**config.mk**
```make
export PLATFORM = sky130hd
export DESIGN_NAME = fcb_pos
export DESIGN_NICKNAME = d
export VERILOG_FILES = /design/src/hdl/fcb_pkg.sv /design/src/hdl/fcb_pos.sv
export SDC_FILE = /design/constraint.sdc
export NUM_CORES = 1
export LEC_CHECK = 0
export ABC_AREA = 1
export BUFFER_PORTS_ARGS = -buffer_cell sky130_fd_sc_hd__buf_2
export CORE_ASPECT_RATIO = 0.75
export CORE_MARGIN = 3
export CORE_UTILIZATION = 45
export CTS_BUF_LIST = sky130_fd_sc_hd__clkbuf_8
export CTS_CLUSTER_SIZE = 14
export DETAILED_ROUTE_END_ITERATION = 8
export GPL_ROUTABILITY_DRIVEN = 0
export HOLD_SLACK_MARGIN = 0.03
export PLACE_DENSITY = 0.68
export SYNTH_ARGS = -nofsm -noshare
export SYNTH_HDL_FRONTEND = slang
export SYNTH_SLANG_ARGS = --single-unit
```
**constraint.sdc**
```tcl
create_clock -name clk -period 12.45 [get_ports clk]
set_input_delay 1.245 -clock clk [delete_from_list [all_inputs] [get_ports clk]]
set_output_delay 1.245 -clock clk [all_outputs]
set_load 0.005 [all_outputs]
```
**src/hdl/fcb_pkg.sv**
```systemverilog
// Shared types, constants and register codes for the frame cross-fade blender.
// Used by every module of the block but fcb_ram; depends on nothing else.
`timescale 1ns / 1ps

package fcb_pkg;

  // Default frame store geometry.
  localparam int MAX_WIDTH_DEF  = 256;
  localparam int MAX_HEIGHT_DEF = 256;

  // Full-scale blend weight.
  localparam int MIX_MAX = 100;

  // Field and register widths.
  localparam int CH_W   = 8;
  localparam int POS_W  = 8;
  localparam int PIX_W  = 3 * CH_W;
  localparam int PW_W   = 9;
  localparam int PH_W   = 9;
  localparam int SRL_W  = 13;
  localparam int OW_W   = 7;
  localparam int WT_W   = 8;
  localparam int CNT_W  = 12;
  localparam logic [CNT_W-1:0] CNT_MAX = '1;

  // APB register file.
  localparam int DATA_W  = 32;
  localparam int PADDR_W = 4;
  localparam int IDX_W   = 2;

  typedef enum logic [IDX_W-1:0] {
    REG_PANEL_WIDTH   = 2'd0,
    REG_PANEL_HEIGHT  = 2'd1,
    REG_SRC_ROW_LEN   = 2'd2,
    REG_OLD_WEIGHT    = 2'd3
  } reg_idx_t;

  localparam logic [PW_W-1:0]  PANEL_WIDTH_RST  = 9'd64;
  localparam logic [PH_W-1:0]  PANEL_HEIGHT_RST = 9'd32;
  localparam logic [SRL_W-1:0] SRC_ROW_LEN_RST  = 13'd64;
  localparam logic [OW_W-1:0]  OLD_WEIGHT_RST   = 7'd0;

  // Blend sum width and the exact reciprocal used to divide it by MIX_MAX.
  localparam int SUM_W   = $clog2((1 << CH_W) * MIX_MAX);
  localparam int QSH     = SUM_W + $clog2(MIX_MAX);
  localparam int RECIP_W = SUM_W + 1;
  localparam longint RECIP = ((longint'(1) << QSH) + MIX_MAX - 1) / MIX_MAX;

  // Result words buffered ahead of the output port.
  localparam int OUT_DEPTH = 4;

  typedef struct packed {
    logic [PW_W-1:0]  panel_width;
    logic [PH_W-1:0]  panel_height;
    logic [SRL_W-1:0] source_row_length;
    logic [OW_W-1:0]  old_weight;
  } cfg_t;

  typedef struct packed {
    logic            start_of_frame;
    logic            first_frame;
    logic [CH_W-1:0] src_blue;
    logic [CH_W-1:0] src_green;
    logic [CH_W-1:0] src_red;
  } in_word_t;

  typedef struct packed {
    logic [POS_W-1:0] pixel_column;
    logic [POS_W-1:0] pixel_row;
    logic [CH_W-1:0]  out_red;
    logic [CH_W-1:0]  out_green;
    logic [CH_W-1:0]  out_blue;
    logic             frame_done;
  } out_word_t;

  // Position decode handed from the counter stage to the blend pipeline.
  typedef struct packed {
    logic             kept;
    logic [WT_W-1:0]  weight;
    logic [POS_W-1:0] col;
    logic [POS_W-1:0] row;
    logic             done;
  } pos_info_t;

endpackage

```
**src/hdl/fcb_pos.sv**
```systemverilog
// Column and row tracking, window test, store address and weight selection.
// Depends on fcb_pkg.
`timescale 1ns / 1ps

module fcb_pos #(
  parameter int MAX_WIDTH  = fcb_pkg::MAX_WIDTH_DEF,
  parameter int MAX_HEIGHT = fcb_pkg::MAX_HEIGHT_DEF,
  localparam int ADDR_W = (MAX_WIDTH * MAX_HEIGHT > 1) ? $clog2(MAX_WIDTH * MAX_HEIGHT) : 1
) (
  input  logic                clk,
  input  logic                rst_n,
  input  logic                accept,
  input  logic                sof,
  input  logic                first,
  input  fcb_pkg::cfg_t       cfg,
  output fcb_pkg::pos_info_t  info,
  output logic [ADDR_W-1:0]   addr
);

  localparam int CW  = fcb_pkg::CNT_W;
  localparam int SW  = fcb_pkg::SRL_W;
  localparam int PWW = fcb_pkg::PW_W;
  localparam int PHW = fcb_pkg::PH_W;
  localparam int AXW = PWW + PHW + 1;

  logic [CW-1:0]  col_r, col_nxt, row_r, row_nxt;
  logic [CW-1:0]  col_cur, row_cur;
  logic [PWW-1:0] kw;
  logic [PHW-1:0] kh;
  logic [SW-1:0]  col_inc, row_inc;
  logic           wrap;
  logic [AXW-1:0] addr_full;

  always_comb begin
    col_cur = sof ? '0 : col_r;
    row_cur = sof ? '0 : row_r;

    if (SW'(cfg.panel_width) < SW'(MAX_WIDTH)) begin
      kw = cfg.panel_width;
    end else begin
      kw = PWW'(MAX_WIDTH);
    end
    if (SW'(cfg.panel_height) < SW'(MAX_HEIGHT)) begin
      kh = cfg.panel_height;
    end else begin
      kh = PHW'(MAX_HEIGHT);
    end

    col_inc = SW'(col_cur) + SW'(1);
    row_inc = SW'(row_cur) + SW'(1);

    info.kept = (SW'(col_cur) < SW'(kw)) && (SW'(row_cur) < SW'(kh));
    info.col  = col_cur[fcb_pkg::POS_W-1:0];
    info.row  = row_cur[fcb_pkg::POS_W-1:0];
    info.done = (col_inc == SW'(kw)) && (row_inc == SW'(kh));

    if (first) begin
      info.weight = '0;
    end else if ({1'b0, cfg.old_weight} > fcb_pkg::WT_W'(fcb_pkg::MIX_MAX)) begin
      info.weight = fcb_pkg::WT_W'(fcb_pkg::MIX_MAX);
    end else begin
      info.weight = {1'b0, cfg.old_weight};
    end

    // Only meaningful inside the window, where the row fits the height field.
    addr_full = AXW'(AXW'(row_cur[PHW-1:0]) * AXW'(kw)) + AXW'(col_cur[PWW-1:0]);
    addr      = ADDR_W'(addr_full);

    wrap = (col_inc >= cfg.source_row_length) || (col_cur == fcb_pkg::CNT_MAX);
    if (wrap) begin
      col_nxt = '0;
      row_nxt = (row_cur == fcb_pkg::CNT_MAX) ? row_cur : row_inc[CW-1:0];
    end else begin
      col_nxt = col_inc[CW-1:0];
      row_nxt = row_cur;
    end
  end

  always_ff @(posedge clk) begin
    if (!rst_n) begin
      col_r <= '0;
      row_r <= '0;
    end else if (accept) begin
      col_r <= col_nxt;
      row_r <= row_nxt;
    end
  end

endmodule

```
==> run_results.csv <==
group,metric,value,unit
outcome,status,"finished, final reports clean",
synth,yosys_warnings,0,
timing,hold_viol,0,
clocking,clock-root-buffer,"clkbuf_8",
timing,worst_pin_slew,1.00,ns
floorplan,die_h,107,µm
timing,rsz0062_at_grt,"no",
synth,syn_area,6170,µm²
floorplan,core,13200,µm²
detailed_routing,wl_per_cell,14.3,µm
synth,synth.avg_cell_area,6.65,µm²
worst_setup_path,crit_end,"addr[15]",
power_and_ir_drop,p_comb_share,31.8,%
clocking,cts_resized,0,
synth,async_reset_ff_share,0,%
worst_setup_path,worst-path-max-fanout,15,
synth,yosysMostFrequentCell,"nand2_1",
placement,io_buffers,83,
global_route,grt_first_pass_wirelength,27.8,mm
cells_and_area,drive_above_1_share,15.4,%
cells_and_area,antennaDiodeCount,0,
power_and_ir_drop,ir_worst_vdd,0.0285,mV
timing,report.final.setup_viol,0,
synth,synth.distinct_cells,48,
power_and_ir_drop,power_leakage,4.03,nW
job,drv_cap,0,
global_route,grt_overflow,0,
timing,fin_setup_tns,0,ns
worst_setup_path,start_kind,"input port",
synth,synthCells,928,
placement,place_hpwl,14.1,mm
clocking,post_cts_buffers,0,
worst_setup_path,reg2regPathDepth,18,
worst_setup_path,end_kind,"output pin",
timing,drv_slew,0,
synth,synth_area_leaders,"fa_1 (18%), ha_1 (15%), nand2_1 (15%)",
power_and_ir_drop,p_clk_share,28.9,%
power_and_ir_drop,p_sw_share,36.3,%
detailed_routing,antenna_left,0,
timing,timing.fmax,0.123,GHz
timing,skew,0.00368,ns
synth,yosys.area.top_type,"fa_1",
worst_setup_path,crit_required,11.20,ns
detailed_routing,vias,6022,
detailed_routing,dr.first_iter.drc_count,488,
power_and_ir_drop,intPower,0.127,mW
synth,yosys.area.top_type_share,17.5,%
clocking,worstSkewPairLatency,0.28,ns
detailed_routing,viasPerCell,5.14,
power_and_ir_drop,p_switching,0.0726,mW
power_and_ir_drop,finalPower,0.200,mW
clocking,cts_tree,"yes",
timing,min_period,8.15,ns
clocking,cts-htree-levels,1,
global_route,grt_pass1_vias,5596,
power_and_ir_drop,seq_power_share,39.3,%
worst_setup_path,path_class,"input port to output pin",
cells_and_area,fillers,1373,
detailed_routing,remaining_drc_errors,0,
cells_and_area,nets,1174,
synth,synth_seq_cells,24,
synth,seq_area_frac_synth,7.79,%
synth,synth_common_cells,"nand2_1 (242), inv_1 (163), nor2_1 (109)",
cells_and_area,syn_to_final_growth,9.23,%
global_route,grt_max_degree,27,
floorplan,die_area,15200,µm²
detailed_routing,drtPass1Iterations,5,
floorplan,row_count,36,
power_and_ir_drop,powerDensity,29.7,nW/µm²
worst_setup_path,worstReg2RegStart,"col_r[1]",
global_route,antenna_found_initial,0,
worst_setup_path,cp-startpoint,"cfg[37]",
worst_setup_path,r2r_slack,8.72,ns
clocking,cts_max_path_buffers,2,
min_path,holdCritPathClass,"flip-flop to flip-flop",
timing,relSlewSlack,33.0,%
floorplan,start_util,46.8,%
clocking,clock-sinks,24,
worst_setup_path,rr_endpoint,"col_r[3]",
timing,finalCritPeriodShare,65.5,%
global_route,track_usage,22.4,%
worst_setup_path,worstPathArrival,6.91,ns
synth,synth-edff-count,0,
synth,ys.flop_type,"dfxtp_1",
detailed_routing,drt-total-wl,16.8,mm
min_path,holdPathStages,2,
floorplan,die_x,141,µm
clocking,cts_buffers,3,
clocking,clk_pin_slew_worst_paths,0.10,ns
floorplan,pin_count,85,
synth,synth_fp_nets,1101,
clocking,ctsHoldBuffers,0,
-- worst max-delay path, cell delays in order --
cell and delay [ns]:
buf_2 0.19, clkinv_1 0.51, nand2_1 0.60, inv_1 0.21, nand2_1 0.12, fa_1 0.45
fa_1 0.55, inv_1 0.05, fa_1 0.50, fa_1 0.54, inv_1 0.05, fa_1 0.52
inv_1 0.04, ha_1 0.34, a21o_1 0.21, a21oi_1 0.11, o21ai_0 0.10, nor2_1 0.26
xnor2_1 0.16, buf_2 0.13
-- how the worst min path moves through the flow --
stage                end      start
3_5_place_dp    row_r[8]   row_r[8]
5_1_grt         row_r[8]   row_r[8]
6_report        row_r[8]   row_r[8]
3_3_place_gp    row_r[8]   row_r[8]
2_1_floorplan  row_r[10]  row_r[10]
4_1_cts         row_r[8]   row_r[8]
-- sequential cells by signal, summed over array words and instances, names as in the netlist --
name	flops
row_r	12
col_r	12
-- cell type report --
cell class | count | area, µm² | area share, %
multi-input cells | 711 | 4900 | 72.7
inverters | 178 | 673 | 9.99
flip-flops and latches | 24 | 480 | 7.13
clock buffers | 4 | 55.1 | 0.817
well taps | 171 | 214 | 3.17
repair buffers | 83 | 415 | 6.16
-- layout by cell type (no fill, tap or decap), types with 17 or more instances in the layout --
cell type / Yosys / routed
dfxtp_1: 24 / 24
a21oi_1: 39 / 39
nand2_1: 242 / 242
buf_2: 1 / 83
nand3_1: 52 / 52
ha_1: 76 / 76
nor2_1: 109 / 109
inv_1: 163 / 163
fa_1: 54 / 54
nand2_2: 17 / 17
-- kinds of logic (layout without fill, tap and decap cells) --
family | after synthesis | after routing | synth area share, %
AND/OR/NAND/NOR | 477 | 477 | 35.4
buffers and inverters | 193 | 265 | 12.8
adder cells (fa/ha/maj) | 130 | 130 | 32.9
AO/OA/AOI/OAI | 81 | 81 | 7.81
flip-flops | 24 | 24 | 7.79
XOR/XNOR | 22 | 22 | 3.24
other | 1 | 1 | 0.0608
-- per-layer routing --
layer,wire length [µm],GRT usage [%],vias to the layer above
met4,100,2.63,0
met2,6930,33.1,218
met1,8290,34.8,2774
li1,-,-,3021
met3,1460,3.77,9
met5,0,0,-
-- metrics by stage --
step / utilization, % / area [µm²] / hold WS (ns) / setup slack [ns] / cells
2_1_floorplan: - / 6170 / 0.445 / 5.63 / 928
3_3_place_gp: 50.7 / 6690 / 0.460 / 4.40 / 1167
3_5_place_dp: 50.7 / 6690 / 0.460 / 4.40 / 1167
4_1_cts: 51.1 / 6740 / 0.474 / 4.35 / 1171
5_1_grt: 51.1 / 6740 / 0.513 / 4.06 / 1171
6_report: 51.1 / 6740 / 0.477 / 4.30 / 1171
-- power by group through the flow --
stage               clock (mW)  combinational (mW)  sequential, mW
floorplan                    0              0.0420          0.0799
global placement             0              0.0624          0.0804
detailed placement           0              0.0627          0.0803
CTS                     0.0580              0.0630          0.0785
global route            0.0617              0.0720          0.0787
finish                  0.0579              0.0636          0.0786
(Power assumes the default switching activity.)
