===== src/hdl/fcb_pkg.sv =====
// Shared types, constants and register codes for the frame cross-fade blender.
// Used by every module of the block but fcb_ram; depends on nothing else.
`timescale 1ns / 1ps

package fcb_pkg;

  // Default frame store geometry.
  localparam int MAX_WIDTH_DEF  = 256;
  localparam int MAX_HEIGHT_DEF = 256;

  // Full-scale blend weight.
  localparam int MIX_MAX = 100;

  // Field and register widths.
  localparam int CH_W   = 8;
  localparam int POS_W  = 8;
  localparam int PIX_W  = 3 * CH_W;
  localparam int PW_W   = 9;
  localparam int PH_W   = 9;
  localparam int SRL_W  = 13;
  localparam int OW_W   = 7;
  localparam int WT_W   = 8;
  localparam int CNT_W  = 12;
  localparam logic [CNT_W-1:0] CNT_MAX = '1;

  // APB register file.
  localparam int DATA_W  = 32;
  localparam int PADDR_W = 4;
  localparam int IDX_W   = 2;

  typedef enum logic [IDX_W-1:0] {
    REG_PANEL_WIDTH   = 2'd0,
    REG_PANEL_HEIGHT  = 2'd1,
    REG_SRC_ROW_LEN   = 2'd2,
    REG_OLD_WEIGHT    = 2'd3
  } reg_idx_t;

  localparam logic [PW_W-1:0]  PANEL_WIDTH_RST  = 9'd64;
  localparam logic [PH_W-1:0]  PANEL_HEIGHT_RST = 9'd32;
  localparam logic [SRL_W-1:0] SRC_ROW_LEN_RST  = 13'd64;
  localparam logic [OW_W-1:0]  OLD_WEIGHT_RST   = 7'd0;

  // Blend sum width and the exact reciprocal used to divide it by MIX_MAX.
  localparam int SUM_W   = $clog2((1 << CH_W) * MIX_MAX);
  localparam int QSH     = SUM_W + $clog2(MIX_MAX);
  localparam int RECIP_W = SUM_W + 1;
  localparam longint RECIP = ((longint'(1) << QSH) + MIX_MAX - 1) / MIX_MAX;

  // Result words buffered ahead of the output port.
  localparam int OUT_DEPTH = 4;

  typedef struct packed {
    logic [PW_W-1:0]  panel_width;
    logic [PH_W-1:0]  panel_height;
    logic [SRL_W-1:0] source_row_length;
    logic [OW_W-1:0]  old_weight;
  } cfg_t;

  typedef struct packed {
    logic            start_of_frame;
    logic            first_frame;
    logic [CH_W-1:0] src_blue;
    logic [CH_W-1:0] src_green;
    logic [CH_W-1:0] src_red;
  } in_word_t;

  typedef struct packed {
    logic [POS_W-1:0] pixel_column;
    logic [POS_W-1:0] pixel_row;
    logic [CH_W-1:0]  out_red;
    logic [CH_W-1:0]  out_green;
    logic [CH_W-1:0]  out_blue;
    logic             frame_done;
  } out_word_t;

  // Position decode handed from the counter stage to the blend pipeline.
  typedef struct packed {
    logic             kept;
    logic [WT_W-1:0]  weight;
    logic [POS_W-1:0] col;
    logic [POS_W-1:0] row;
    logic             done;
  } pos_info_t;

endpackage


===== src/hdl/fcb_blend.sv =====
// Read-modify-write pipeline: forwards the latest store write, forms the
// weighted sums, divides by the full-scale weight and writes back. Depends on fcb_pkg.
`timescale 1ns / 1ps

module fcb_blend #(
  parameter int ADDR_W = 16
) (
  input  logic                          clk,
  input  logic                          rst_n,
  input  logic                          take,
  input  fcb_pkg::pos_info_t            info,
  input  logic [ADDR_W-1:0]             addr,
  input  logic [fcb_pkg::PIX_W-1:0]     new_pix,
  input  logic [fcb_pkg::PIX_W-1:0]     rd_data,
  output logic                          wr_en,
  output logic [ADDR_W-1:0]             wr_addr,
  output logic [fcb_pkg::PIX_W-1:0]     wr_data,
  output fcb_pkg::out_word_t            res,
  output logic                          s1_valid,
  output logic [ADDR_W-1:0]             s1_addr,
  output logic                          s2_valid
);

  localparam int CH  = fcb_pkg::CH_W;
  localparam int PX  = fcb_pkg::PIX_W;
  localparam int SUW = fcb_pkg::SUM_W;
  localparam int PRW = fcb_pkg::SUM_W + fcb_pkg::RECIP_W;
  localparam int MW  = 2 * CH;

  localparam logic [fcb_pkg::RECIP_W-1:0] RECIP_C = fcb_pkg::RECIP_W'(fcb_pkg::RECIP);

  // Stage 1: store data arrives.
  logic                s1_v_r;
  logic [ADDR_W-1:0]   s1_addr_r;
  fcb_pkg::pos_info_t  s1_info_r;
  logic [PX-1:0]       s1_new_r;

  // Stage 2: weighted sums.
  logic                s2_v_r;
  logic [ADDR_W-1:0]   s2_addr_r;
  fcb_pkg::pos_info_t  s2_info_r;
  logic [SUW-1:0]      s2_sum_r [3];

  // Last word written to the store, for a read that raced the write.
  logic                fwd_v_r;
  logic [ADDR_W-1:0]   fwd_addr_r;
  logic [PX-1:0]       fwd_data_r;

  logic [PX-1:0]       old_pix;
  logic [PX-1:0]       old_used;
  logic [fcb_pkg::WT_W-1:0] new_wt;
  logic [SUW-1:0]      sum_nxt [3];
  logic [PX-1:0]       blended;

  always_comb begin
    old_pix = (fwd_v_r && (fwd_addr_r == s1_addr_r)) ? fwd_data_r : rd_data;
    // With no weight on the stored pixel its entry may never have been written,
    // so it is kept out of the sum altogether.
    old_used = (s1_info_r.weight == '0) ? '0 : old_pix;
    new_wt  = fcb_pkg::WT_W'(fcb_pkg::MIX_MAX) - s1_info_r.weight;
    for (int c = 0; c < 3; c++) begin
      sum_nxt[c] = SUW'((MW + 1)'(MW'(old_used[c*CH +: CH]) * MW'(s1_info_r.weight))
                      + (MW + 1)'(MW'(s1_new_r[c*CH +: CH]) * MW'(new_wt)));
    end
  end

  // Exact division by the full-scale weight through a reciprocal multiply.
  always_comb begin
    logic [PRW-1:0] prod;
    for (int c = 0; c < 3; c++) begin
      prod = PRW'(s2_sum_r[c]) * PRW'(RECIP_C);
      blended[c*CH +: CH] = prod[fcb_pkg::QSH +: CH];
    end
  end

  always_ff @(posedge clk) begin
    if (!rst_n) begin
      s1_v_r  <= 1'b0;
      s2_v_r  <= 1'b0;
      fwd_v_r <= 1'b0;
    end else begin
      s1_v_r <= take;
      s2_v_r <= s1_v_r;
      if (s2_v_r) begin
        fwd_v_r <= 1'b1;
      end
    end
  end

  always_ff @(posedge clk) begin
    s1_addr_r <= addr;
    s1_info_r <= info;
    s1_new_r  <= new_pix;
    s2_addr_r <= s1_addr_r;
    s2_info_r <= s1_info_r;
    for (int c = 0; c < 3; c++) begin
      s2_sum_r[c] <= sum_nxt[c];
    end
    if (s2_v_r) begin
      fwd_addr_r <= s2_addr_r;
      fwd_data_r <= blended;
    end
  end

  assign wr_en   = s2_v_r;
  assign wr_addr = s2_addr_r;
  assign wr_data = blended;

  assign res.pixel_column = s2_info_r.col;
  assign res.pixel_row    = s2_info_r.row;
  assign res.out_red      = blended[2*CH +: CH];
  assign res.out_green    = blended[CH +: CH];
  assign res.out_blue     = blended[0 +: CH];
  assign res.frame_done   = s2_info_r.done;

  assign s1_valid = s1_v_r;
  assign s1_addr  = s1_addr_r;
  assign s2_valid = s2_v_r;

endmodule


===== config.mk =====
export PLATFORM = sky130hd
export DESIGN_NAME = fcb_blend
export DESIGN_NICKNAME = d
export VERILOG_FILES = /design/src/hdl/fcb_pkg.sv /design/src/hdl/fcb_blend.sv
export SDC_FILE = /design/constraint.sdc
export NUM_CORES = 2
export LEC_CHECK = 0
export ABC_AREA = 1
export ABC_CLOCK_PERIOD_IN_PS = 19900
export BUFFER_PORTS_ARGS = -buffer_cell sky130_fd_sc_hd__buf_2
export CORE_UTILIZATION = 30
export DETAILED_ROUTE_END_ITERATION = 12
export PLACE_DENSITY = 0.56
export SYNTH_ARGS = -nofsm -noshare
export SYNTH_HDL_FRONTEND = slang
export SYNTH_SLANG_ARGS = --single-unit

===== constraint.sdc =====
create_clock -name clk -period 19.9 [get_ports clk]
set_input_delay 2.985 -clock clk [delete_from_list [all_inputs] [get_ports clk]]
set_output_delay 2.985 -clock clk [all_outputs]
set_load 0.005 [all_outputs]

==> key figures <==
Synthesis
  – Syn_nets: about 4400
  – Post-synth EDFFs: 40
  – Top_reg_cell synth: dfxtp_1
  – Syn avg cell area: between 8 and 9 µm²
  – Post-Syn Area: ~30000 µm²
  – Cells after Synth: around 3400
  – Post-synthesis sequential area ratio: 0.1386
  – Flops & latches, synth: approximately 190
  – Yosys warns: 0
  – Synth async-reset ratio: 0
  – Cell variety after synth: 50

STA
  – Worst Skew: 0.03747 ns
  – Final hold violations: 0
  – Slew HR: 0.3280
  – Fin crit share: 0.4198
  – Fmax: around 120 MHz
  – RSZ-0062 raised after global routing: false
  – Minimum clock period: 8.355 ns
  – Least-Margin Pin Slew: 1.007 ns
  – Sum Neg Setup Slack: 0 ns
  – Final Max Tran Viols: 0
  – Final setup vio count: 0
  – Worst Hold Margin: between 0.3 and 0.4 ns

Placement
  – Inst Count DP: a little under 5000
  – Gpl congestion: between 0.8 and 0.9
  – # port buffers: between 150 and 200
  – HPWL after detailed placement: ~63000 µm

Clock network
  – Post-CTS Setup Inserts: 0
  – CTS tree: done
  – Clock Tree Root: clkbuf_16
  – Clock Tree Buf Depth: 2
  – Hold_buf cts: 0
  – Cts repair resizes: 0
  – H-tree levels: 4
  – # clock sinks: approximately 190
  – Total CTS buffers: 17
  – Reg clk slew, reported paths: ~0.090 ns
  – Worst-skew pair later-pin latency: approximately 0.53 ns

Layout
  – Commonest non-fill, non-tap cell in the layout: inv_1
  – Most frequent cells in the layout: inv_1, fa_1, ha_1
  – Share of cells above drive strength 1: 0.08329
  – Final nets: ~4600
  – Area grow syn2layout: 9.897%
  – Finished Core Util: 0.3327
  – Post-route insts no fill: 4868

Detailed routing
  – Via density: between 4 and 5
  – Final wirelength: ~74000 µm
  – Routed wire per std cell: 15.26 µm
  – DRC violations left: 0
  – TritonRoute pass-1 iters: 5
  – Vias: between 20000 and 25000
  – DRT iter0 DRCs: between 1000 and 1500
  – Antenna viol nets, final: 0

Worst hold path
  – Worst hold start: s1_info_r[6]$_DFF_P_
  – Worst min path class: reg -> reg
  – Worst Hold End: res[30]$_DFF_P_
  – Hold path depth: 0

GRT
  – Largest net degree at the start of global routing: 37
  – Grt ovf: 0
  – Vias in the first global route: approximately 22000
  – Initial antenna violation count: 6
  – First-pass GRT wire length: between 100000 and 150000 µm
  – Global-route total usage across every layer: 0.1524

Floorplanning
  – Core Rows: 115
  – Die X: around 320 µm
  – Initial core utilization: 0.3027
  – Die Y: ~320 µm
  – Ports: around 190
  – Die Area: 100400 µm²
  – Core area: around 100000 µm²

Setup path
  – Crit path DAT: roughly 5.4 ns
  – R2R setup slack: between 10 and 15 ns
  – R2R Path Start: s1_info_r[18]$_DFF_P_
  – Worst R2R Path Depth: 29
  – Reg2reg end: s2_sum_r[0][13]$_DFF_P_
  – Crit. End Element: output pin
  – Req. time, crit path: 16.91 ns
  – Critical Path Source Type: flip-flop
  – CP max FO: 6
  – Crit Path Class: reg -> out

Flow run
  – MaxCap Viol Count: 0

Status
  – Status: finished, final reports clean
## layout make-up
type,count,area (µm²)
antenna,3,7.507
clock buffer,17,425.4
clock inverter,15,165.2
fill,10340,65580
inverter,1022,3836
multi-input combinational,2127,21420
sequential,186,4125
tap,1287,1610
timing repair buffer,211,1106
## stage by stage
stage / setup WS [ns] / area (µm²)
2_1_floorplan: 12.07 / 29750
3_3_place_gp: 11.40 / 32090
3_5_place_dp: 11.35 / 32090
4_1_cts: 11.46 / 32690
5_1_grt: 11.13 / 32690
6_report: 11.55 / 32690
## layer usage
layer / track usage / routed length [µm]
met5: 0 / 0
met4: 0.04567 / 1609
met3: 0.02276 / 3646
met2: 0.2518 / 35300
met1: 0.2052 / 33720
## worst max-delay path by stage
stage,start,to,cells after the start
floorplan,rd_data[6],s2_sum_r[0][13]$_DFF_P_,24
global placement,rd_data[22],s2_sum_r[0][42]$_DFF_P_,25
detailed placement,rd_data[6],s2_sum_r[0][13]$_DFF_P_,25
CTS,s2_sum_r[0][39]$_DFF_P_,wr_data[20],18
global route,s2_sum_r[0][39]$_DFF_P_,res[21],18
finish,s2_sum_r[0][39]$_DFF_P_,wr_data[20],18
## worst max-delay path, stage by stage (launching register included)
cell and delay (ns):
dfxtp_1 0.53, ha_1 0.24, inv_1 0.07, fa_1 0.52
inv_1 0.08, fa_1 0.51, inv_1 0.06, fa_1 0.42
inv_1 0.09, fa_1 0.43, ha_1 0.35, a21oi_1 0.19
a21boi_0 0.18, o21ai_0 0.10, nand2_1 0.06, nand3_1 0.19
a21oi_1 0.22, xor2_1 0.42, buf_2 0.20
## cells by family after synthesis
family,after synthesis,synth area share
adders and majority gates,958,0.5248
buffers and inverters,1082,0.1414
and+or+nand+nor,867,0.1205
AOI/OAI and AO/OA,222,0.05110
DFF,186,0.1386
xor gates and xnor gates,80,0.02355
## synth_stat cells (3+ instances only)
| library cell | number | area [µm²] |
|---|---|---|
| buf_4 | 26 | 195.2 |
| edfxtp_1 | 40 | 1201 |
| nor2_1 | 272 | 1021 |
| o211ai_1 | 4 | 30.03 |
| inv_2 | 13 | 48.80 |
| a21o_1 | 5 | 37.54 |
| o21ai_0 | 59 | 295.3 |
| ha_1 | 475 | 5943 |
| o21ai_1 | 3 | 15.01 |
| o211ai_2 | 6 | 75.07 |
| a21oi_1 | 88 | 440.4 |
| a31oi_1 | 11 | 68.82 |
| o21a_1 | 4 | 30.03 |
| clkbuf_1 | 26 | 97.59 |
| inv_1 | 1008 | 3784 |
| nand3b_1 | 10 | 75.07 |
| nand2_1 | 461 | 1730 |
| nand2_4 | 5 | 56.30 |
| or2_1 | 5 | 31.28 |
| fa_1 | 483 | 9669 |
| nor4_1 | 5 | 31.28 |
| o21bai_1 | 7 | 52.55 |
| buf_6 | 4 | 45.04 |
| nand3_1 | 52 | 260.3 |
| nand4_1 | 21 | 131.4 |
| xnor2_1 | 26 | 227.7 |
| a211oi_1 | 9 | 67.56 |
| xor2_1 | 54 | 473.0 |
| nor2_4 | 4 | 45.04 |
| nor3_1 | 24 | 120.1 |
| dfxtp_1 | 146 | 2923 |
| o211ai_4 | 14 | 297.8 |
## registers in the layout (all words and copies together), names as in the netlist
register and flops:
s2_valid 1, s1_new_r 24, s2_sum_r 45, fwd_data_r 24, fwd_v_r 1, s1_addr 16, fwd_addr_r 16, s1_info_r 25
wr_addr 16, res 17, s1_valid 1
Power is not shown: default switching activity piles up to over one toggle a cycle in this logic, so the estimate is an artifact.
