### src/hdl/fcb_pkg.sv
// Shared types, constants and register codes for the frame cross-fade blender.
// Used by every module of the block but fcb_ram; depends on nothing else.
`timescale 1ns / 1ps

package fcb_pkg;

  // Default frame store geometry.
  localparam int MAX_WIDTH_DEF  = 256;
  localparam int MAX_HEIGHT_DEF = 256;

  // Full-scale blend weight.
  localparam int MIX_MAX = 100;

  // Field and register widths.
  localparam int CH_W   = 8;
  localparam int POS_W  = 8;
  localparam int PIX_W  = 3 * CH_W;
  localparam int PW_W   = 9;
  localparam int PH_W   = 9;
  localparam int SRL_W  = 13;
  localparam int OW_W   = 7;
  localparam int WT_W   = 8;
  localparam int CNT_W  = 12;
  localparam logic [CNT_W-1:0] CNT_MAX = '1;

  // APB register file.
  localparam int DATA_W  = 32;
  localparam int PADDR_W = 4;
  localparam int IDX_W   = 2;

  typedef enum logic [IDX_W-1:0] {
    REG_PANEL_WIDTH   = 2'd0,
    REG_PANEL_HEIGHT  = 2'd1,
    REG_SRC_ROW_LEN   = 2'd2,
    REG_OLD_WEIGHT    = 2'd3
  } reg_idx_t;

  localparam logic [PW_W-1:0]  PANEL_WIDTH_RST  = 9'd64;
  localparam logic [PH_W-1:0]  PANEL_HEIGHT_RST = 9'd32;
  localparam logic [SRL_W-1:0] SRC_ROW_LEN_RST  = 13'd64;
  localparam logic [OW_W-1:0]  OLD_WEIGHT_RST   = 7'd0;

  // Blend sum width and the exact reciprocal used to divide it by MIX_MAX.
  localparam int SUM_W   = $clog2((1 << CH_W) * MIX_MAX);
  localparam int QSH     = SUM_W + $clog2(MIX_MAX);
  localparam int RECIP_W = SUM_W + 1;
  localparam longint RECIP = ((longint'(1) << QSH) + MIX_MAX - 1) / MIX_MAX;

  // Result words buffered ahead of the output port.
  localparam int OUT_DEPTH = 4;

  typedef struct packed {
    logic [PW_W-1:0]  panel_width;
    logic [PH_W-1:0]  panel_height;
    logic [SRL_W-1:0] source_row_length;
    logic [OW_W-1:0]  old_weight;
  } cfg_t;

  typedef struct packed {
    logic            start_of_frame;
    logic            first_frame;
    logic [CH_W-1:0] src_blue;
    logic [CH_W-1:0] src_green;
    logic [CH_W-1:0] src_red;
  } in_word_t;

  typedef struct packed {
    logic [POS_W-1:0] pixel_column;
    logic [POS_W-1:0] pixel_row;
    logic [CH_W-1:0]  out_red;
    logic [CH_W-1:0]  out_green;
    logic [CH_W-1:0]  out_blue;
    logic             frame_done;
  } out_word_t;

  // Position decode handed from the counter stage to the blend pipeline.
  typedef struct packed {
    logic             kept;
    logic [WT_W-1:0]  weight;
    logic [POS_W-1:0] col;
    logic [POS_W-1:0] row;
    logic             done;
  } pos_info_t;

endpackage

### src/hdl/fcb_fifo.sv
// Small result buffer between the blend pipeline and the output port.
// Depends on fcb_pkg for the result word type.
`timescale 1ns / 1ps

module fcb_fifo #(
  parameter int DEPTH = fcb_pkg::OUT_DEPTH,
  localparam int PTR_W = (DEPTH > 1) ? $clog2(DEPTH) : 1,
  localparam int CNT_W = $clog2(DEPTH + 1)
) (
  input  logic               clk,
  input  logic               rst_n,
  input  logic               push,
  input  fcb_pkg::out_word_t push_data,
  output logic               pop_valid,
  input  logic               pop_ready,
  output fcb_pkg::out_word_t pop_data,
  output logic [CNT_W-1:0]   count
);

  fcb_pkg::out_word_t mem_r [DEPTH];
  logic [PTR_W-1:0]   wp_r, rp_r;
  logic [CNT_W-1:0]   cnt_r, cnt_nxt;
  logic               pop;

  assign pop       = pop_valid && pop_ready;
  assign pop_valid = (cnt_r != '0);
  assign pop_data  = mem_r[rp_r];
  assign count     = cnt_r;

  always_comb begin
    cnt_nxt = cnt_r;
    if (push && !pop) begin
      cnt_nxt = cnt_r + CNT_W'(1);
    end else if (pop && !push) begin
      cnt_nxt = cnt_r - CNT_W'(1);
    end
  end

  always_ff @(posedge clk) begin
    if (!rst_n) begin
      wp_r  <= '0;
      rp_r  <= '0;
      cnt_r <= '0;
    end else begin
      cnt_r <= cnt_nxt;
      if (push) begin
        wp_r <= (wp_r == PTR_W'(DEPTH - 1)) ? '0 : wp_r + PTR_W'(1);
      end
      if (pop) begin
        rp_r <= (rp_r == PTR_W'(DEPTH - 1)) ? '0 : rp_r + PTR_W'(1);
      end
    end
  end

  always_ff @(posedge clk) begin
    if (push) begin
      mem_r[wp_r] <= push_data;
    end
  end

endmodule

### config.mk
export PLATFORM = sky130hd
export DESIGN_NAME = fcb_fifo
export DESIGN_NICKNAME = d
export VERILOG_FILES = /design/src/hdl/fcb_pkg.sv /design/src/hdl/fcb_fifo.sv
export SDC_FILE = /design/constraint.sdc
export NUM_CORES = 1
export LEC_CHECK = 0
export BUFFER_PORTS_ARGS = -buffer_cell sky130_fd_sc_hd__buf_4
export CELL_PAD_IN_SITES_DETAIL_PLACEMENT = 1
export CELL_PAD_IN_SITES_GLOBAL_PLACEMENT = 1
export CORE_MARGIN = 2
export CORE_UTILIZATION = 30
export CTS_CLUSTER_SIZE = 16
export DETAILED_ROUTE_END_ITERATION = 12
export PLACE_DENSITY = 0.53
export SETUP_SLACK_MARGIN = 0.1
export SLEW_MARGIN = 20
export SYNTH_ARGS = -nofsm -noshare
export SYNTH_HDL_FRONTEND = slang
export SYNTH_SLANG_ARGS = --single-unit
### constraint.sdc
create_clock -name clk -period 2.85 [get_ports clk]
set_input_delay 0.57 -clock clk [delete_from_list [all_inputs] [get_ports clk]]
set_output_delay 0.57 -clock clk [all_outputs]
set_load 0.005 [all_outputs]
==> results of run 1 <==
==> cell families after synthesis <==
group	share of synthesized area
adders and majority gates	0.0148
and+or+nand+nor	0.0136
DFF	0.795
buffers and inverters	0.0197
AOI/OAI and AO/OA	0.00468
muxes	0.149
xor gates and xnor gates	0.00273
==> per-stage QoR <==
| stage | hold WS (ps) | std cells | setup WS [ps] |
|---|---|---|---|
| final | 336 | 660 | 308 |
| after global routing | 317 | 660 | 175 |
| after detailed placement | 549 | 628 | 456 |
| after global placement | 512 | 628 | 617 |
| after CTS | 317 | 660 | 225 |
| after floorplan | 478 | 260 | 737 |
==> worst paths after layout <==
| check | end | slack [ps] | start | depth (start not counted) |
|---|---|---|---|---|
| worst min-delay path | mem_r[0][31] | 340 | push_data[31] | 1 |
| worst min register to register | flip-flop | 550 | rp_r[0] | 2 |
| worst max-delay path | pop_data[14] | 310 | flip-flop | 3 |
| worst max register to register | count[2] | 480 | count[0] | 7 |
==> layout by cell type, fill, tap and decap left out, types with 2 or more instances in the layout <==
master      count
buf_12          2
mux2i_1         3
mux4_2         40
nor2b_1         3
o21ai_0         3
clkinv_2        4
nor2_1          2
inv_6           2
clkinv_4        4
edfxtp_1      164
clkbuf_16      17
dfxtp_1         7
buf_4         101
nand3_1         2
nand2_1         2
inv_1           3
ha_1            6
clkinvlp_4      2
and2_2          4
or3_1           2
==> critical path, stage by stage, from the launching register on <==
cell     delay [ps]
dfxtp_4         550
buf_12          270
mux4_2          550
buf_4           150
==> registers in the layout, indices dropped and copies added, names as in the netlist, named ones only <==
register / flops
mem_r: 164
rp_r: 2
count: 3
wp_r: 2
==> per-layer routing <==
layer	up-vias	global-route usage	share of wire
met1	1557	0.145	0.42
met4	0	0.0514	0.017
met2	69	0.197	0.51
met3	17	0.0376	0.048
li1	1315	-	-
met5	-	0	0
==> final cells by class <==
type                            count  share of cell area
Clock buffer                       18              0.0536
Tap cell                          275              0.0430
Sequential cell                   173               0.638
Inverter                            3             0.00141
Clock inverter                     14              0.0152
Timing Repair Buffer              103              0.0997
Multi-Input combinational cell     74               0.149
==> power by group <==
part,internal [uW],switching (uW)
combinational,780,525
clock,1200,961
sequential,2930,106
==> impl_metrics.toml, run 1 <==
[yosys]
ys_types = 23
synth_top_area_frac = 0.767
syn_area_sq_um = 6420
yosysSeqAreaShare = 0.795
yosys-top-cells-count = "edfxtp_1 (164), mux4_2 (40), dfxtp_1 (9), ha_1 (6), and2_1 (5)"
ys_seq_elements = 173
synth_area_leader_cell = "edfxtp_1"
synth_edf_count = 164
synth_nets = 312
synth_area_per_cell_sq_um = 24.7
syn_inst = 260
yosys-top-cells-area = "edfxtp_1 (77%), mux4_2 (14%), dfxtp_1 (2.8%)"
synth_most_common_cell = "edfxtp_1"
synthFlopType = "edfxtp_1"
async_flop_share = 0
yosysWarnings = 0

[clocking]
post_cts_buffers = 0
cts_buffer_depth = 2
clock_latency_ps = 430
cts_resized = 0
clkSinkCount = 173
cts_made_buffers = 17
h-tree-depth = 4
root_buffer = "clkbuf_16"
clk_pin_slew_ps = 70
cts_tree = "yes"
holdBufCountCts = 0

[die]
core_area_sq_um = 21000
die_y_um = 150
initial_utilization = 0.305
io_pins = 90
rows = 53
die_w_um = 150
die_area_sq_um = 22600

[timing]
min_period_ps = 2540
rsz0062_at_grt = "no"
setup_viol = 0
max_slew_margin = 0.601
tightest_slew_ps = 594
skew_ps = 8.24
fmax_mhz = 393
slew_viol_final = 0
hold_viol = 0
final.period_utilization = 0.892
setup_tns_ps = 0

[pwr]
peakVddDrop_uv = 386
leakagePower_uw = 0.00271
power.density_nw_per_um2 = 813
total_power_uw = 6510

[final_layout]
final_nets = 424
syn2layout_area_growth_pct = 24.7
fillCellCount = 2039
seq_area_sq_um = 5110
antenna_cells = 0
multiInputGateArea_sq_um = 1190
utilization = 0.381
stdcell_area_sq_um = 8010
drive_gt1_frac = 0.465

[global_route]
grt_usage = 0.119
grt_pass1_wl_um = 19300
grt_max_degree = 27
grt_pass1_vias = 3367
antenna_found_initial = 0
grt_overflow = 0

[critical_path]
cp-end-kind = "primary output"
crit_path_start_kind = "flip-flop"
critical_path_arrival_ps = 1970
critPathRequiredTime_ps = 2280
critPathMaxFanout = 21
worst-setup-path-type = "flip-flop to primary output"

[detailed_routing]
num_vias = 2958
first_iter_violations = 150
wire_per_inst_um = 19.0
drtPass1Iterations = 4
routed_via_density = 4.48
drc = 0
wirelength_um = 12500
drtAntennaViolNets = 0

[placement]
dpl_cell_area_sq_um = 7460
io_buffers = 89
place_congestion = 0.684
dp_hpwl_um = 7730

[outcome]
status = "finished clean"

[job]
timing.max_cap.violations = 0

[worst_hold_path]
worstHoldPathType = "input port to flip-flop"
(Power assumes the default switching activity.)
==> run 2, diff against run 1 <==
Clock period 2.85 ns to 2.9 ns, I/O delays scaled along.
==> impl_metrics.toml, run 2 (synthesized netlist as in run 1, its figures left out) <==
[outcome]
status = "finished clean"

[die]
initial_utilization = 0.305
rows = 53
die_w_um = 150
die_y_um = 150
io_pins = 90
core_area_sq_um = 21000
die_area_sq_um = 22600

[clocking]
cts_made_buffers = 17
h-tree-depth = 4
post_cts_buffers = 0
cts_tree = "yes"
clock_latency_ps = 410
clkSinkCount = 173
cts_buffer_depth = 2
root_buffer = "clkbuf_16"
holdBufCountCts = 0
cts_resized = 0
clk_pin_slew_ps = 60

[detailed_routing]
drtPass1Iterations = 4
drc = 0
routed_via_density = 4.47
wire_per_inst_um = 18.8
first_iter_violations = 102
num_vias = 2906
wirelength_um = 12200
drtAntennaViolNets = 0

[final_layout]
layout_commonest_cell = "edfxtp_1"
mostFrequentLayoutCells = "edfxtp_1 (164), buf_4 (90), mux4_2 (40), clkbuf_16 (17), dfxtp_1 (7)"
largest_register = "mem_r"
final_nets = 417
drive_gt1_frac = 0.443
fillCellCount = 2017
syn2layout_area_growth_pct = 24.4
largest_register_ffs = 164
antenna_cells = 0

[timing]
rsz0062_at_grt = "no"
final.period_utilization = 0.872
timing.hold.ws_ps = 361
slew_viol_final = 0
setup_tns_ps = 0
skew_ps = 4.89
tightest_slew_ps = 598
max_slew_margin = 0.598
fmax_mhz = 395
min_period_ps = 2530
hold_viol = 0
setup_viol = 0

[pwr]
power.density_nw_per_um2 = 796
peakVddDrop_uv = 391
leakagePower_uw = 0.00268

[critical_path]
cp-end-kind = "primary output"
worst-setup-path-type = "flip-flop to primary output"
crit_path_start_kind = "flip-flop"
crit_top_cell = "buf_4"
critPathMaxStageDelay_ps = 550
critPathRequiredTime_ps = 2320
critPathMaxFanout = 12
crit_family = "multiplexers"
worst-path-buf-inv = 2
cpMaxStageDelayCell = "mux4_2"
path_cells = "buf_4 -> mux4_2 -> buf_4"
critical_path_arrival_ps = 1950

[global_route]
grt_usage = 0.116
grt_pass1_wl_um = 19000
antenna_found_initial = 0
grt_max_degree = 40
grt_pass1_vias = 3320
grt_overflow = 0

[placement]
io_buffers = 89
place_congestion = 0.678
dp_hpwl_um = 7480

[job]
timing.max_cap.violations = 0

[worst_hold_path]
worstHoldPathType = "input port to flip-flop"
-- run 2: cell count changes in the layout (fill, tap and decap cells not counted) --
cell       before  now
clkinv_1        1    3
clkbuf_1        1    2
clkinv_2        4    3
buf_12          2    6
bufinv_16       1    2
inv_6           2    0
clkinv_4        4    0
buf_4         101   90
-- run 2: metal layers --
layer,global-route usage,routed length (um),vias to the layer above,share of wire
li1,-,-,1296,-
met1,0.150,5420,1532,0.44
met2,0.183,5940,64,0.49
met3,0.0367,643,14,0.053
met4,0.0467,187,0,0.015
met5,0,0,-,0
-- run 2: report_power, final --
| part | leakage, uW | total, uW | internal, uW | switching [uW] |
|---|---|---|---|---|
| clock | 0.000257 | 2090 | 1240 | 850 |
| sequential | 0.00158 | 2980 | 2880 | 97.2 |
| combinational | 0.000838 | 1290 | 771 | 518 |
-- run 2: worst paths after layout --
check	startpoint	to	slack (ps)	cells after the start
min	push_data[8]	mem_r[2][8]	360	1
max	flip-flop	pop_data[0]	370	3
min reg2reg	rp_r[1]	flip-flop	540	2
max reg2reg	count[0]	count[2]	530	7
-- run 2: cell type report --
type | instances | area [sq um] | share of cell area
Clock buffer | 19 | 433 | 0.0542
Tap cell | 275 | 344 | 0.0431
Multi-Input combinational cell | 74 | 1190 | 0.149
Sequential cell | 173 | 5110 | 0.640
Timing Repair Buffer | 96 | 796 | 0.0996
Inverter | 3 | 11.3 | 0.00141
Clock inverter | 10 | 101 | 0.0127
-- run 2: worst reg2reg max path, cell delays in order (launching register included) --
cell and delay, ps:
dfxtp_1 370, o31ai_1 560, ha_1 300, inv_1 60, fa_1 370, xor2_1 180, or3_1 300, a21boi_0 160
-- run 2: stage by stage --
step / power [uW] / area, sq um / std cells / setup WS, ps / utilization
after floorplan: 3800 / 6420 / 260 / 787 / -
after detailed placement: 4370 / 7450 / 621 / 483 / 0.355
final: 6360 / 7990 / 650 / 371 / 0.380
after global routing: 6670 / 7990 / 650 / 208 / 0.380
after CTS: 6470 / 7990 / 650 / 290 / 0.380
after global placement: 4350 / 7450 / 621 / 659 / 0.355
